--- src/sv/parametric_line_rasterizer_unit_assert.svh ---
// Assertion helpers for the line rasterizer. Each check samples on clk_i and
// is held off while rst_ni is low.
`ifndef PARAMETRIC_LINE_RASTERIZER_UNIT_ASSERT_SVH
`define PARAMETRIC_LINE_RASTERIZER_UNIT_ASSERT_SVH
`ifndef SYNTH
`define PLR_ASSERT_SAME(lbl, ante, cons) \
  lbl: assert property (@(posedge clk_i) disable iff (!rst_ni) (ante) |-> (cons)) \
    else $error("plr same-cycle check failed");
`define PLR_ASSERT_NEXT(lbl, ante, cons) \
  lbl: assert property (@(posedge clk_i) disable iff (!rst_ni) (ante) |=> (cons)) \
    else $error("plr next-cycle check failed");
`else
`define PLR_ASSERT_SAME(lbl, ante, cons)
`define PLR_ASSERT_NEXT(lbl, ante, cons)
`endif
`endif

--- src/sv/plr_pkg.sv ---
package plr_pkg;

  localparam int unsigned COORD_BITS = 16;
  localparam int unsigned DELTA_BITS = COORD_BITS + 1;
  localparam int unsigned SQ_BITS    = 2 * COORD_BITS + 2;
  localparam int unsigned ACC_BITS   = 2 * COORD_BITS + 3;
  localparam int unsigned ITERS      = COORD_BITS + 1;
  localparam int unsigned CNT_BITS   = $clog2(ITERS);
  localparam int unsigned RGB_BITS   = 24;
  localparam int unsigned CFG_BITS   = 13;

  localparam logic [CFG_BITS-1:0] SURF_WIDTH_RST  = CFG_BITS'(640);
  localparam logic [CFG_BITS-1:0] SURF_HEIGHT_RST = CFG_BITS'(480);

  typedef enum logic {
    CFG_SURF_WIDTH  = 1'b0,
    CFG_SURF_HEIGHT = 1'b1
  } cfg_addr_e;

  typedef enum logic {
    FUNC_LOAD = 1'b0,
    FUNC_STEP = 1'b1
  } func_e;

  typedef enum logic [2:0] {
    S_IDLE,
    S_SQUARE,
    S_SUM,
    S_ROOT,
    S_FIX,
    S_DIV,
    S_EMIT
  } plr_state_e;

  typedef struct packed {
    logic                          func;
    logic signed [COORD_BITS-1:0]  x_start;
    logic signed [COORD_BITS-1:0]  y_start;
    logic signed [COORD_BITS-1:0]  x_end;
    logic signed [COORD_BITS-1:0]  y_end;
    logic [RGB_BITS-1:0]           rgb;
  } in_word_t;

  typedef struct packed {
    logic signed [COORD_BITS-1:0]  pixel_x;
    logic signed [COORD_BITS-1:0]  pixel_y;
    logic [RGB_BITS-1:0]           pixel_rgb;
    logic                          inside_res;
    logic                          last;
  } out_word_t;

  typedef struct packed {
    logic load;
    logic square;
    logic sum;
    logic root_step;
    logic root_fix;
    logic div_start;
    logic div_step;
    logic emit;
  } plr_cmd_t;

  typedef struct packed {
    logic busy;
  } plr_status_t;

endpackage

--- src/sv/plr_div.sv ---
module plr_div (
  input  logic                          clk_i,
  input  logic                          start_i,
  input  logic                          step_i,
  input  logic [plr_pkg::SQ_BITS-1:0]    dividend_i,
  input  logic [plr_pkg::DELTA_BITS-1:0] divisor_i,
  output logic [plr_pkg::DELTA_BITS-1:0] quotient_o
);
  import plr_pkg::*;

  // Restoring division, one quotient bit a cycle. The dividend is known to be
  // below divisor * 2^DELTA_BITS, so the upper half starts as the remainder.
  logic [DELTA_BITS-1:0] rem_q, rem_d;
  logic [DELTA_BITS-1:0] lo_q, lo_d;
  logic [DELTA_BITS:0]   rem_sh;
  logic [DELTA_BITS:0]   rem_sub;
  logic                  fits;

  assign rem_sh  = {rem_q, lo_q[DELTA_BITS-1]};
  assign fits    = rem_sh >= {1'b0, divisor_i};
  assign rem_sub = rem_sh - {1'b0, divisor_i};

  always_comb begin
    rem_d = rem_q;
    lo_d  = lo_q;
    if (start_i) begin
      rem_d = dividend_i[SQ_BITS-1:DELTA_BITS];
      lo_d  = dividend_i[DELTA_BITS-1:0];
    end else if (step_i) begin
      rem_d = fits ? rem_sub[DELTA_BITS-1:0] : rem_sh[DELTA_BITS-1:0];
      lo_d  = {lo_q[DELTA_BITS-2:0], fits};
    end
  end

  always_ff @(posedge clk_i) begin
    rem_q <= rem_d;
    lo_q  <= lo_d;
  end

  assign quotient_o = lo_q;

endmodule

--- src/sv/plr_ctrl.sv ---
module plr_ctrl (
  input  logic                 clk_i,
  input  logic                 rst_ni,
  input  logic                 in_valid_i,
  input  logic                 in_func_i,
  input  logic                 out_ready_i,
  input  plr_pkg::plr_status_t status_i,
  output logic                 in_ready_o,
  output logic                 out_valid_o,
  output plr_pkg::plr_cmd_t    cmd_o
);
  import plr_pkg::*;

  plr_state_e          state_q, state_d;
  logic [CNT_BITS-1:0] cnt_q, cnt_d;
  logic                out_valid_q, out_valid_d;
  logic                accept;
  logic                cnt_last;
  logic                slot_free;

  assign accept    = in_valid_i && (state_q == S_IDLE);
  assign cnt_last  = cnt_q == CNT_BITS'(ITERS - 1);
  assign slot_free = !out_valid_q || out_ready_i;

  // next state
  always_comb begin
    state_d = state_q;
    unique case (state_q)
      S_IDLE: begin
        if (accept) begin
          if (in_func_i == FUNC_LOAD) begin
            state_d = S_SQUARE;
          end else if (status_i.busy) begin
            state_d = S_DIV;
          end
        end
      end
      S_SQUARE: state_d = S_SUM;
      S_SUM:    state_d = S_ROOT;
      S_ROOT: begin
        if (cnt_last) state_d = S_FIX;
      end
      S_FIX:    state_d = S_IDLE;
      S_DIV: begin
        if (cnt_last) state_d = S_EMIT;
      end
      S_EMIT: begin
        if (slot_free) state_d = S_IDLE;
      end
      default:  state_d = S_IDLE;
    endcase
  end

  // outputs
  always_comb begin
    cmd_o      = '0;
    in_ready_o = 1'b0;
    unique case (state_q)
      S_IDLE: begin
        in_ready_o       = 1'b1;
        cmd_o.load       = accept && (in_func_i == FUNC_LOAD);
        cmd_o.div_start  = accept && (in_func_i == FUNC_STEP) && status_i.busy;
      end
      S_SQUARE: cmd_o.square    = 1'b1;
      S_SUM:    cmd_o.sum       = 1'b1;
      S_ROOT:   cmd_o.root_step = 1'b1;
      S_FIX:    cmd_o.root_fix  = 1'b1;
      S_DIV:    cmd_o.div_step  = 1'b1;
      S_EMIT:   cmd_o.emit      = slot_free;
      default:  cmd_o           = '0;
    endcase
  end

  always_comb begin
    cnt_d = '0;
    if (state_q == S_ROOT || state_q == S_DIV) begin
      cnt_d = CNT_BITS'(cnt_q + 1'b1);
    end
    out_valid_d = out_valid_q;
    if (cmd_o.emit) begin
      out_valid_d = 1'b1;
    end else if (out_ready_i) begin
      out_valid_d = 1'b0;
    end
  end

  always_ff @(posedge clk_i or negedge rst_ni) begin
    if (!rst_ni) begin
      state_q     <= S_IDLE;
      cnt_q       <= '0;
      out_valid_q <= 1'b0;
    end else begin
      state_q     <= state_d;
      cnt_q       <= cnt_d;
      out_valid_q <= out_valid_d;
    end
  end

  assign out_valid_o = out_valid_q;

endmodule

--- src/sv/plr_dp.sv ---
module plr_dp (
  input  logic                        clk_i,
  input  logic                        rst_ni,
  input  plr_pkg::plr_cmd_t           cmd_i,
  output plr_pkg::plr_status_t        status_o,
  input  plr_pkg::in_word_t           in_word_i,
  input  logic                        cfg_we_i,
  input  logic                        cfg_addr_i,
  input  logic [plr_pkg::CFG_BITS-1:0] cfg_wdata_i,
  output plr_pkg::out_word_t          out_word_o
);
  import plr_pkg::*;

  localparam int unsigned PX_BITS  = DELTA_BITS + 1;
  localparam int unsigned CMP_BITS = (PX_BITS > CFG_BITS) ? PX_BITS : CFG_BITS;

  logic signed [COORD_BITS-1:0] origin_x_q, origin_y_q;
  logic signed [DELTA_BITS-1:0] delta_x_q, delta_y_q;
  logic [DELTA_BITS-1:0]        step_total_q, step_index_q;
  logic [RGB_BITS-1:0]          held_rgb_q;
  logic signed [ACC_BITS-1:0]   acc_x_q, acc_y_q;
  logic [SQ_BITS-1:0]           sq_x_q, sq_y_q, rad_q;
  logic [DELTA_BITS-1:0]        root_q;
  logic [DELTA_BITS:0]          rem_q;
  logic [CFG_BITS-1:0]          surf_width_q, surf_height_q;
  logic                         busy_q, busy_d;
  out_word_t                    out_word_q;

  // load: endpoint differences
  logic signed [DELTA_BITS-1:0] dx_load, dy_load;
  assign dx_load = DELTA_BITS'(in_word_i.x_end) - DELTA_BITS'(in_word_i.x_start);
  assign dy_load = DELTA_BITS'(in_word_i.y_end) - DELTA_BITS'(in_word_i.y_start);

  // square root, two radicand bits a cycle
  logic [DELTA_BITS+2:0] rem_sh, trial, rem_sub;
  logic                  root_ok;
  logic [DELTA_BITS-1:0] len_fix;

  assign rem_sh  = {rem_q, rad_q[SQ_BITS-1 -: 2]};
  assign trial   = {1'b0, root_q, 2'b01};
  assign root_ok = rem_sh >= trial;
  assign rem_sub = rem_sh - trial;
  assign len_fix = root_q + DELTA_BITS'(rem_q != '0);

  // per-pixel division of |delta * t| by the step count
  logic [SQ_BITS-1:0]    mag_x, mag_y;
  logic [DELTA_BITS-1:0] quo_x, quo_y;

  assign mag_x = SQ_BITS'(acc_x_q[ACC_BITS-1] ? -acc_x_q : acc_x_q);
  assign mag_y = SQ_BITS'(acc_y_q[ACC_BITS-1] ? -acc_y_q : acc_y_q);

  plr_div u_div_x (
    .clk_i      (clk_i),
    .start_i    (cmd_i.div_start),
    .step_i     (cmd_i.div_step),
    .dividend_i (mag_x),
    .divisor_i  (step_total_q),
    .quotient_o (quo_x)
  );

  plr_div u_div_y (
    .clk_i      (clk_i),
    .start_i    (cmd_i.div_start),
    .step_i     (cmd_i.div_step),
    .dividend_i (mag_y),
    .divisor_i  (step_total_q),
    .quotient_o (quo_y)
  );

  // pixel position and flags
  logic [DELTA_BITS-1:0]     qx_mag, qy_mag;
  logic signed [PX_BITS-1:0] qx_s, qy_s, px, py;
  logic                      in_x, in_y, fin;

  assign qx_mag = (step_total_q == '0) ? '0 : quo_x;
  assign qy_mag = (step_total_q == '0) ? '0 : quo_y;
  assign qx_s   = acc_x_q[ACC_BITS-1] ? -$signed({1'b0, qx_mag}) : $signed({1'b0, qx_mag});
  assign qy_s   = acc_y_q[ACC_BITS-1] ? -$signed({1'b0, qy_mag}) : $signed({1'b0, qy_mag});
  assign px     = PX_BITS'(origin_x_q) + qx_s;
  assign py     = PX_BITS'(origin_y_q) + qy_s;
  assign in_x   = !px[PX_BITS-1] &&
                  ($unsigned(CMP_BITS'(px)) < CMP_BITS'(surf_width_q));
  assign in_y   = !py[PX_BITS-1] &&
                  ($unsigned(CMP_BITS'(py)) < CMP_BITS'(surf_height_q));
  assign fin    = step_index_q >= step_total_q;

  always_comb begin
    busy_d = busy_q;
    if (cmd_i.load) begin
      busy_d = 1'b1;
    end else if (cmd_i.emit && fin) begin
      busy_d = 1'b0;
    end
  end

  always_ff @(posedge clk_i or negedge rst_ni) begin
    if (!rst_ni) begin
      busy_q        <= 1'b0;
      surf_width_q  <= SURF_WIDTH_RST;
      surf_height_q <= SURF_HEIGHT_RST;
    end else begin
      busy_q <= busy_d;
      if (cfg_we_i) begin
        unique case (cfg_addr_i)
          CFG_SURF_WIDTH:  surf_width_q  <= cfg_wdata_i;
          CFG_SURF_HEIGHT: surf_height_q <= cfg_wdata_i;
          default:         surf_width_q  <= surf_width_q;
        endcase
      end
    end
  end

  always_ff @(posedge clk_i) begin
    if (cmd_i.load) begin
      origin_x_q   <= in_word_i.x_start;
      origin_y_q   <= in_word_i.y_start;
      delta_x_q    <= dx_load;
      delta_y_q    <= dy_load;
      held_rgb_q   <= in_word_i.rgb;
      step_index_q <= '0;
      acc_x_q      <= '0;
      acc_y_q      <= '0;
    end
    if (cmd_i.square) begin
      sq_x_q <= SQ_BITS'(delta_x_q) * SQ_BITS'(delta_x_q);
      sq_y_q <= SQ_BITS'(delta_y_q) * SQ_BITS'(delta_y_q);
    end
    if (cmd_i.sum) begin
      rad_q  <= sq_x_q + sq_y_q;
      rem_q  <= '0;
      root_q <= '0;
    end
    if (cmd_i.root_step) begin
      rad_q  <= {rad_q[SQ_BITS-3:0], 2'b00};
      rem_q  <= root_ok ? rem_sub[DELTA_BITS:0] : rem_sh[DELTA_BITS:0];
      root_q <= {root_q[DELTA_BITS-2:0], root_ok};
    end
    if (cmd_i.root_fix) begin
      step_total_q <= len_fix;
    end
    if (cmd_i.emit) begin
      out_word_q.pixel_x    <= px[COORD_BITS-1:0];
      out_word_q.pixel_y    <= py[COORD_BITS-1:0];
      out_word_q.pixel_rgb  <= held_rgb_q;
      out_word_q.inside_res <= in_x && in_y;
      out_word_q.last       <= fin;
      if (!fin) begin
        // advance t and the running products delta * t
        step_index_q <= DELTA_BITS'(step_index_q + 1'b1);
        acc_x_q      <= acc_x_q + ACC_BITS'(delta_x_q);
        acc_y_q      <= acc_y_q + ACC_BITS'(delta_y_q);
      end
    end
  end

  assign status_o.busy = busy_q;
  assign out_word_o    = out_word_q;

endmodule

--- src/sv/parametric_line_rasterizer_unit.sv ---
// Channel  Direction  Handshake              Word
// in       input      in_valid_i/in_ready_o  in_word_i   (load or step request)
// out      output     out_valid_o/out_ready_i out_word_o (one pixel)
// cfg      input      cfg_we_i               cfg_addr_i, cfg_wdata_i (surface size)
//
// A step word is accepted, then runs through the two restoring dividers
// (one quotient bit each per step, x and y side by side), then emits a pixel.
// A load word runs accept, square, sum, the square-root steps, then fix.
// A step while no line is held is taken and dropped.
// Reset (rst_ni low, asynchronous) idles the block and sets the surface to
// 640 x 480. A stalled out channel holds the block in its emit cycle only
// when a pixel still waits in the output register.
module parametric_line_rasterizer_unit (
  input  logic                         clk_i,
  input  logic                         rst_ni,
  input  logic                         in_valid_i,
  output logic                         in_ready_o,
  input  plr_pkg::in_word_t            in_word_i,
  output logic                         out_valid_o,
  input  logic                         out_ready_i,
  output plr_pkg::out_word_t           out_word_o,
  input  logic                         cfg_we_i,
  input  logic                         cfg_addr_i,
  input  logic [plr_pkg::CFG_BITS-1:0] cfg_wdata_i
);
  import plr_pkg::*;

  `include "parametric_line_rasterizer_unit_assert.svh"

  // Command and status between the sequencer and the arithmetic.
  plr_cmd_t    cmd;
  plr_status_t status;

  // Sequencer: owns the state, the iteration count and the out valid flag.
  plr_ctrl u_ctrl (
    .clk_i       (clk_i),
    .rst_ni      (rst_ni),
    .in_valid_i  (in_valid_i),
    .in_func_i   (in_word_i.func),
    .out_ready_i (out_ready_i),
    .status_i    (status),
    .in_ready_o  (in_ready_o),
    .out_valid_o (out_valid_o),
    .cmd_o       (cmd)
  );

  // Datapath: line registers, square root, dividers, clipping, output word.
  plr_dp u_dp (
    .clk_i       (clk_i),
    .rst_ni      (rst_ni),
    .cmd_i       (cmd),
    .status_o    (status),
    .in_word_i   (in_word_i),
    .cfg_we_i    (cfg_we_i),
    .cfg_addr_i  (cfg_addr_i),
    .cfg_wdata_i (cfg_wdata_i),
    .out_word_o  (out_word_o)
  );

  // A word taken with no line held either opens a line or is dropped with
  // the block left ready.
  `PLR_ASSERT_NEXT(a_idle_step, in_valid_i && in_ready_o && !status.busy, in_ready_o || status.busy)
  // Write the output register only when its previous word is gone.
  `PLR_ASSERT_SAME(a_emit_slot_free, cmd.emit, !out_valid_o || out_ready_i)
  // A load leaves a line held.
  `PLR_ASSERT_NEXT(a_load_sets_busy, cmd.load, status.busy)
  // Never iterate the dividers or the square root while taking words.
  `PLR_ASSERT_SAME(a_ready_not_dividing, in_ready_o, !cmd.div_step && !cmd.root_step)

endmodule

--- config.mk ---
export PLATFORM = sky130hd
export DESIGN_NAME = parametric_line_rasterizer_unit
export DESIGN_NICKNAME = d
export VERILOG_FILES = /design/src/sv/plr_pkg.sv /design/src/sv/plr_div.sv /design/src/sv/plr_ctrl.sv /design/src/sv/plr_dp.sv /design/src/sv/parametric_line_rasterizer_unit.sv
export VERILOG_INCLUDE_DIRS = /design/src /design/src/sv
export SDC_FILE = /design/constraint.sdc
export NUM_CORES = 2
export LEC_CHECK = 0
export BUFFER_PORTS_ARGS = -buffer_cell sky130_fd_sc_hd__buf_2
export CELL_PAD_IN_SITES_DETAIL_PLACEMENT = 2
export CELL_PAD_IN_SITES_GLOBAL_PLACEMENT = 2
export CORE_MARGIN = 4
export CORE_UTILIZATION = 42
export CTS_BUF_LIST = sky130_fd_sc_hd__clkbuf_8 sky130_fd_sc_hd__clkbuf_16
export CTS_CLUSTER_DIAMETER = 60
export DETAILED_ROUTE_END_ITERATION = 7
export GPL_ROUTABILITY_DRIVEN = 0
export GPL_TIMING_DRIVEN = 0
export PLACE_DENSITY = 0.83
export SYNTH_ARGS = -nofsm -noshare
export SYNTH_HDL_FRONTEND = slang
export SYNTH_HIERARCHICAL = 1
export SYNTH_SLANG_ARGS = --single-unit
--- constraint.sdc ---
create_clock -name clk_i -period 8.1 [get_ports clk_i]
set_clock_uncertainty 0.05 [all_clocks]
set_input_delay 0.405 -clock clk_i [delete_from_list [all_inputs] [get_ports clk_i]]
set_output_delay 0.405 -clock clk_i [all_outputs]
set_load 0.02 [all_outputs]
### Word level (Yosys, flattened, before mapping)

Index checks and enable logic that the tools add are counted.

| word-level totals | value |
|---|---|
| output and inout port bits | 60 |
| input bits | 108 |
| register bits after elaboration | 493 |
| word-level logic and storage cells | 145 |

| cells by class | value |
|---|---|
| eq/ne operators | 12 |
| multiply operators | 2 |
| $lt $le $gt $ge | 6 |
| bitwise operators | 2 |
| mux-type cells | 53 |
| add/sub/neg operators | 17 |
| reductions and logical operators | 23 |

Operator list:

| operator | number |
|---|---|
| $mux 17 | 17 |
| $mux 35 | 6 |
| $mux 34 | 4 |
| $mux 18 | 5 |
| $add 35x17->35 | 2 |
| $mul 17x17->34 | 2 |
| $neg 34->34 | 2 |
| $add 16x18->18 | 2 |
| $ge 18x17->1 | 2 |
| $lt 18x13->1 | 2 |
| $neg 17->18 | 2 |
| $add 34x34->34 | 1 |
| $sub 16x16->17 | 2 |
| $sub 17x17->17 | 2 |
| $ge 20x19->1 | 1 |
| $mux 3 | 6 |
| $pmux 3 s6 | 1 |
| $reduce_bool 18->1 | 1 |
| $sub 18x18->18 | 1 |
| $add 17x1->17 | 1 |
| $add 17x1->17 const B | 1 |
| $ge 17x17->1 | 1 |
| $logic_not 17->1 | 1 |
| $mux 1 | 13 |
| other kinds (16) | 37 |

### Longest topological paths before layout

| logic depth | value |
|---|---|
| depth in word-level cells | 8 |
| mapped depth | 28 |
| mapped depth without buffers | 27 |

### Modules after synthesis

Netlist, hierarchy kept.

Modules (own cells, without submodules):

| module | instances | cells an instance | seq. area each (um^2) | area each (um^2) |
|---|---|---|---|---|
| plr_dp | 1 | 4617 | 11413.4 | 45033.2 |
| plr_div | 2 | 263 | 1021.0 | 2673.8 |
| plr_ctrl | 1 | 61 | 225.2 | 588.1 |

### Worst setup path after synthesis

No wires, ideal clock.

| timing path | value |
|---|---|
| kind | register to register |
| start point | register u_dp.delta_x_q[16] |
| end point | register u_dp.sq_x_q[33] (data pin) |
| arrival | 6686 ps |
| cell stages (with the launch flop) | 28 |
| buffers on the path | 3 |
| library setup time | 260 ps |
| path slack | 1104 ps |
| cells stage by stage | edfxtp_1 -> clkbuf_1 -> clkbuf_1 -> nand2_1 -> inv_1 -> fa_1 -> inv_1 -> fa_1 -> inv_1 -> fa_1 -> fa_1 -> fa_1 -> inv_1 -> fa_1 -> inv_1 -> ha_1 -> clkbuf_1 -> nand4_1 -> nor2_1 -> a2111oi_0 -> o21ai_0 -> a21oi_1 -> o41ai_1 -> a21o_1 -> o22a_1 -> a21o_1 -> a21oi_1 -> xnor2_1 |

| between the ends | value |
|---|---|
| cells in the longest elaborated chain, start to end | 1 |

RTL lines:

| what | line | RTL |
|---|---|---|
| start, declared | plr_dp.sv:18 | `logic signed [DELTA_BITS-1:0] delta_x_q, delta_y_q;` |
| start signal, assigned | plr_dp.sv:117 | `delta_x_q <= dx_load;` |
| $mul 17x17->34 | plr_dp.sv:125 | `sq_x_q <= SQ_BITS'(delta_x_q) * SQ_BITS'(delta_x_q);` |
| end signal, assigned | plr_dp.sv:125 |  |
| end, declared | plr_dp.sv:22 | `logic [SQ_BITS-1:0] sq_x_q, sq_y_q, rad_q;` |

Every way passes these cells.
A chain may end at the register's enable or synchronous reset.

### Worst setup path after layout

| timing path | value |
|---|---|
| start point | register u_dp.delta_x_q[14] |
| end point | register u_dp.sq_x_q[32] (data pin) |

Same word-level chain as after synthesis.

==> impl_results.html <==
<table>
<tr><th>Metric</th><th>Value</th></tr>
<tr><th colspan="2">Placement</th></tr>
<tr><td>DP Cell Count</td><td>between 6k and 7k</td></tr>
<tr><td>Dpl hpwl</td><td>between 150,000 and 200,000 microns</td></tr>
<tr><td>Post-Place Worst Slack</td><td>-0.809 ns</td></tr>
<tr><td>Standard cell area after detailed placement</td><td>0.0540 sq mm</td></tr>
<tr><td>Input/output buffers</td><td>about 170</td></tr>
<tr><th colspan="2">Routing</th></tr>
<tr><td>Average wire per cell in the routed design</td><td>about 32 microns</td></tr>
<tr><td>Number of vias in the routed layout</td><td>44.3k</td></tr>
<tr><td>Remaining design rule violation count</td><td>0</td></tr>
<tr><td>Routed WL</td><td>approximately 230,000 microns</td></tr>
<tr><td>Post-DRT Antenna Nets</td><td>0</td></tr>
<tr><td>Drt first pass iters</td><td>8</td></tr>
<tr><td>Drt initial violations</td><td>3,821</td></tr>
<tr><td>Vias per Instance</td><td>6.15</td></tr>
<tr><th colspan="2">Worst setup path</th></tr>
<tr><td>Required time of the critical path</td><td>8.46 ns</td></tr>
<tr><td>Maximum fanout along the worst path</td><td>10</td></tr>
<tr><td>Endpoint arrival time on the critical path</td><td>8.21 ns</td></tr>
<tr><td>WS Path Type</td><td>register to register</td></tr>
<tr><td>Sort of element at the start of the critical path</td><td>register</td></tr>
<tr><td>Endpoint type of the worst setup path</td><td>register</td></tr>
<tr><th colspan="2">Power and ir drop</th></tr>
<tr><td>Power after layout</td><td>18.4 mW</td></tr>
<tr><td>PwrDens</td><td>roughly 320 mW/mm^2</td></tr>
<tr><td>Max VDD drop</td><td>roughly 210 uV</td></tr>
<tr><td>Leakage power</td><td>26.5 nW</td></tr>
<tr><th colspan="2">Floorplanning</th></tr>
<tr><td>Standard-cell rows</td><td>127</td></tr>
<tr><td>X dimension of the die</td><td>356 microns</td></tr>
<tr><td>Area of the core region</td><td>0.120 sq mm</td></tr>
<tr><td>Height of the chip</td><td>356 microns</td></tr>
<tr><td>Initial standard-cell utilization of the core</td><td>42.4%</td></tr>
<tr><td>Count of pins on the block boundary</td><td>168</td></tr>
<tr><td>Die area</td><td>roughly 0.13 sq mm</td></tr>
<tr><th colspan="2">Clock network</th></tr>
<tr><td>Clock-pin slew of the registers on the worst-case setup and hold paths</td><td>0.07 ns</td></tr>
<tr><td>CTS buffer count</td><td>70</td></tr>
<tr><td>H-tree levels</td><td>3</td></tr>
<tr><td>Root buf cell</td><td>sky130_fd_sc_hd__clkbuf_16</td></tr>
<tr><td>Number of sinks handled by clock tree synthesis</td><td>491</td></tr>
<tr><td>Clock Latency Late Sink</td><td>0.67 ns</td></tr>
<tr><td>Clock tree from TritonCTS</td><td>built</td></tr>
<tr><td>Maximum root-to-sink buffer count</td><td>3</td></tr>
<tr><th colspan="2">Logic synthesis</th></tr>
<tr><td>Post-synthesis cell area</td><td>approximately 0.051 sq mm</td></tr>
<tr><td>Async set or reset register ratio after synthesis</td><td>under 10%</td></tr>
<tr><td>Most frequently used flop master after synthesis</td><td>sky130_fd_sc_hd__edfxtp_1</td></tr>
<tr><td>Number of warnings issued by yosys</td><td>6</td></tr>
<tr><td>Flip-flop and latch count after synthesis</td><td>between 400 and 500</td></tr>
<tr><td>Synth Net Count</td><td>6,303</td></tr>
<tr><td>Average size of a mapped cell</td><td>roughly 10 sq um</td></tr>
<tr><td>EDFF count, synth</td><td>approximately 370</td></tr>
<tr><td>Post-synthesis cell count</td><td>5,204</td></tr>
<tr><td>Sequential fraction of the synthesis area</td><td>between 20% and 30%</td></tr>
<tr><td>Distinct cell type count of the synthesized netlist</td><td>98</td></tr>
<tr><th colspan="2">GRT</th></tr>
<tr><td>Pin count of the biggest net entering global routing</td><td>61</td></tr>
<tr><td>Global Route Usage Sum</td><td>between 30 and 40%</td></tr>
<tr><td>Initial antenna violation count</td><td>7</td></tr>
<tr><td>Number of global-route vias before repair</td><td>51.8k</td></tr>
<tr><td>Wire length of the first global-routing pass</td><td>around 340,000 microns</td></tr>
<tr><td>Grt total ovfl</td><td>0</td></tr>
<tr><th colspan="2">STA</th></tr>
<tr><td>Worst-case headroom to the max-slew limit</td><td>21.8%</td></tr>
<tr><td>Max-slew violation count</td><td>0</td></tr>
<tr><td>Final critical-path required period</td><td>about 8 ns</td></tr>
<tr><td>Worst slew pin tran</td><td>1.17 ns</td></tr>
<tr><td>Setup violators final</td><td>0</td></tr>
<tr><td>RSZ-0062 raised after global routing</td><td>no</td></tr>
<tr><td>Final critical-path share of the clock period</td><td>96.8%</td></tr>
<tr><td>Final hold violations</td><td>0</td></tr>
<tr><td>F_max</td><td>127 MHz</td></tr>
<tr><td>Post-route worst setup slack</td><td>0.256 ns</td></tr>
<tr><td>Final sum of negative setup slack</td><td>0 ns</td></tr>
<tr><th colspan="2">Outcome</th></tr>
<tr><td>Outcome</td><td>completed</td></tr>
<tr><th colspan="2">Run</th></tr>
<tr><td>Max-cap violations</td><td>0</td></tr>
<tr><th colspan="2">Final layout</th></tr>
<tr><td># nets final</td><td>between 6k and 7k</td></tr>
<tr><td>Filler cells</td><td>12.4k</td></tr>
<tr><td>Synth-to-layout area growth</td><td>12.7%</td></tr>
<tr><td>Final std cell area, no fill</td><td>approximately 0.057 sq mm</td></tr>
<tr><td>Non-Filler Instances</td><td>7,214</td></tr>
<tr><td>Fraction of layout cells with a size suffix above 1</td><td>9.30%</td></tr>
<tr><th colspan="2">Hold path</th></tr>
<tr><td>Worst hold path class</td><td>input pin to register</td></tr>
</table>
-- synth_stat cells (all sizes together) (37+ instances only) --
cell / n / area share, %
nand3: 144 / 1.4
and3: 40 / 0.49
nor2b: 48 / 0.59
inv: 909 / 6.7
a31oi: 37 / 0.45
ha: 440 / 11
xor2: 116 / 2.0
fa: 551 / 22
o21ai: 260 / 2.6
and2: 156 / 1.9
a21o: 123 / 1.8
a21oi: 220 / 2.2
nor3: 53 / 0.60
mux2: 51 / 1.1
clkbuf: 118 / 0.88
edfxtp: 366 / 22
nand2b: 55 / 0.69
dfxtp: 89 / 3.5
xnor2: 250 / 4.3
nand2: 390 / 2.9
nor2: 229 / 1.7
-- repair_timing --
| item | in CTS | in global routing |
|---|---|---|
| hold buffers | 70 | 0 |
| resized for setup | 27 | 27 |
| cloned | 0 | 0 |
| setup buffers | 13 | 11 |
| endpoints found under the setup margin | 22 | 13 |
| pin swaps | 0 | 1 |
| hold endpoints to repair | 112 | 0 |
-- metrics by stage --
stage               util (%)  hold slack (ns)
floorplan                  -           0.0594
global placement        44.7            0.350
detailed placement      44.9            0.356
CTS                     47.6           0.0342
global route            47.7            0.111
finish                  47.7            0.103
-- critical path: stages, from the launching register on --
cell	delay (ns)
sky130_fd_sc_hd__edfxtp_1	0.72
sky130_fd_sc_hd__clkbuf_2	0.44
sky130_fd_sc_hd__nand2_1	0.21
sky130_fd_sc_hd__fa_1	0.55
sky130_fd_sc_hd__inv_1	0.07
sky130_fd_sc_hd__fa_1	0.55
sky130_fd_sc_hd__inv_1	0.07
sky130_fd_sc_hd__fa_1	0.53
sky130_fd_sc_hd__inv_1	0.06
sky130_fd_sc_hd__fa_1	0.51
sky130_fd_sc_hd__fa_1	0.49
sky130_fd_sc_hd__inv_1	0.05
sky130_fd_sc_hd__fa_1	0.48
sky130_fd_sc_hd__inv_1	0.05
sky130_fd_sc_hd__ha_1	0.47
sky130_fd_sc_hd__a21oi_2	0.32
sky130_fd_sc_hd__o21ai_0	0.17
sky130_fd_sc_hd__a21o_1	0.25
sky130_fd_sc_hd__or3_1	0.36
sky130_fd_sc_hd__o2111ai_1	0.28
sky130_fd_sc_hd__a31oi_1	0.16
sky130_fd_sc_hd__o31a_1	0.30
sky130_fd_sc_hd__a21o_1	0.20
sky130_fd_sc_hd__a21oi_1	0.18
sky130_fd_sc_hd__xnor2_1	0.08
-- flip-flops by register name, summed over array words and instances (netlist names), 18 cells and up --
name,cells
u_dp/rad_q,34
u_dp/rem_q,18
u_dp/out_word_o,58
u_dp/acc_y_q,35
u_dp/held_rgb_q,24
u_dp/acc_x_q,35
u_dp/sq_y_q,33
u_dp/sq_x_q,33
-- area by class of cell --
cell class | count | area, sq um | share of cell area (%)
diodes | 2 | 5.00 | 0.00871
plain buffers | 144 | 664 | 1.16
clock buffers | 84 | 1990 | 3.46
clock inverters | 45 | 457 | 0.795
inverters | 912 | 3420 | 5.96
multi-input cells | 3656 | 33300 | 58.0
flip-flops and latches | 491 | 13700 | 23.8
well taps | 1612 | 2020 | 3.51
repair buffers | 268 | 1890 | 3.29
-- cells in the final DEF (no fill, tap or decap), types with 40 or more instances in the layout --
| cell type | count |
|---|---|
| sky130_fd_sc_hd__buf_2 | 171 |
| sky130_fd_sc_hd__ha_1 | 440 |
| sky130_fd_sc_hd__mux2_2 | 49 |
| sky130_fd_sc_hd__nor2_1 | 224 |
| sky130_fd_sc_hd__edfxtp_1 | 366 |
| sky130_fd_sc_hd__nand2_1 | 390 |
| sky130_fd_sc_hd__a21oi_1 | 212 |
| sky130_fd_sc_hd__and2_1 | 153 |
| sky130_fd_sc_hd__clkbuf_16 | 74 |
| sky130_fd_sc_hd__dlygate4sd3_1 | 70 |
| sky130_fd_sc_hd__nand2b_1 | 54 |
| sky130_fd_sc_hd__inv_1 | 923 |
| sky130_fd_sc_hd__a21o_1 | 123 |
| sky130_fd_sc_hd__nor3_1 | 47 |
| sky130_fd_sc_hd__and3_1 | 40 |
| sky130_fd_sc_hd__dfxtp_1 | 89 |
| sky130_fd_sc_hd__fa_1 | 549 |
| sky130_fd_sc_hd__clkbuf_1 | 83 |
| sky130_fd_sc_hd__xor2_1 | 116 |
| sky130_fd_sc_hd__o21ai_0 | 247 |
| sky130_fd_sc_hd__xnor2_1 | 250 |
| sky130_fd_sc_hd__nor2b_1 | 48 |
| sky130_fd_sc_hd__nand3_1 | 142 |
-- per-layer routing --
metal  routed length, microns  up-vias  track usage [%]
met5                       46        -                0
met4                    17000        8             22.3
met3                    14900     1053             6.66
met2                   116000     2256             63.3
met1                    82200    22900             39.3
li1                         -    18100                -
-- cell families after synthesis --
family | count (synthesis) | share of synthesized area [%]
AOI/OAI and AO/OA | 948 | 12.3
and+or+nand+nor | 1271 | 12.5
DFF | 491 | 26.8
xor gates and xnor gates | 366 | 6.29
adders and majority gates | 991 | 32.4
buffers and inverters | 1057 | 7.94
muxes | 80 | 1.71
-- worst paths after layout --
| path | cells past startpoint | slack, ns | endpoint | from |
|---|---|---|---|---|
| max | 24 | 0.26 | u_dp/sq_x_q[32] | u_dp/delta_x_q[14] |
| min | 3 | 0.10 | u_ctrl/state_q[2] | in_valid_i |
| max reg2reg | 24 | 0.26 | u_dp/sq_x_q[32] | u_dp/delta_x_q[14] |
| min reg2reg | 0 | 0.34 | u_dp/out_word_o[23] | u_dp/held_rgb_q[21] |
| max in group asynchronous | 2 | 7.08 | u_ctrl/out_valid_o | rst_ni |
| min in group asynchronous | 2 | 0.36 | u_dp/surf_width_q[1] | rst_ni |
-- power breakdown --
| part | switching [mW] | internal [mW] | total [mW] |
|---|---|---|---|
| Combinational | 6.63 | 3.91 | 10.5 |
| Clock | 1.45 | 1.96 | 3.41 |
| Sequential | 0.791 | 3.65 | 4.44 |
| Total | 8.87 | 9.53 | 18.4 |
Note: power is estimated with default switching activity, not from simulation.
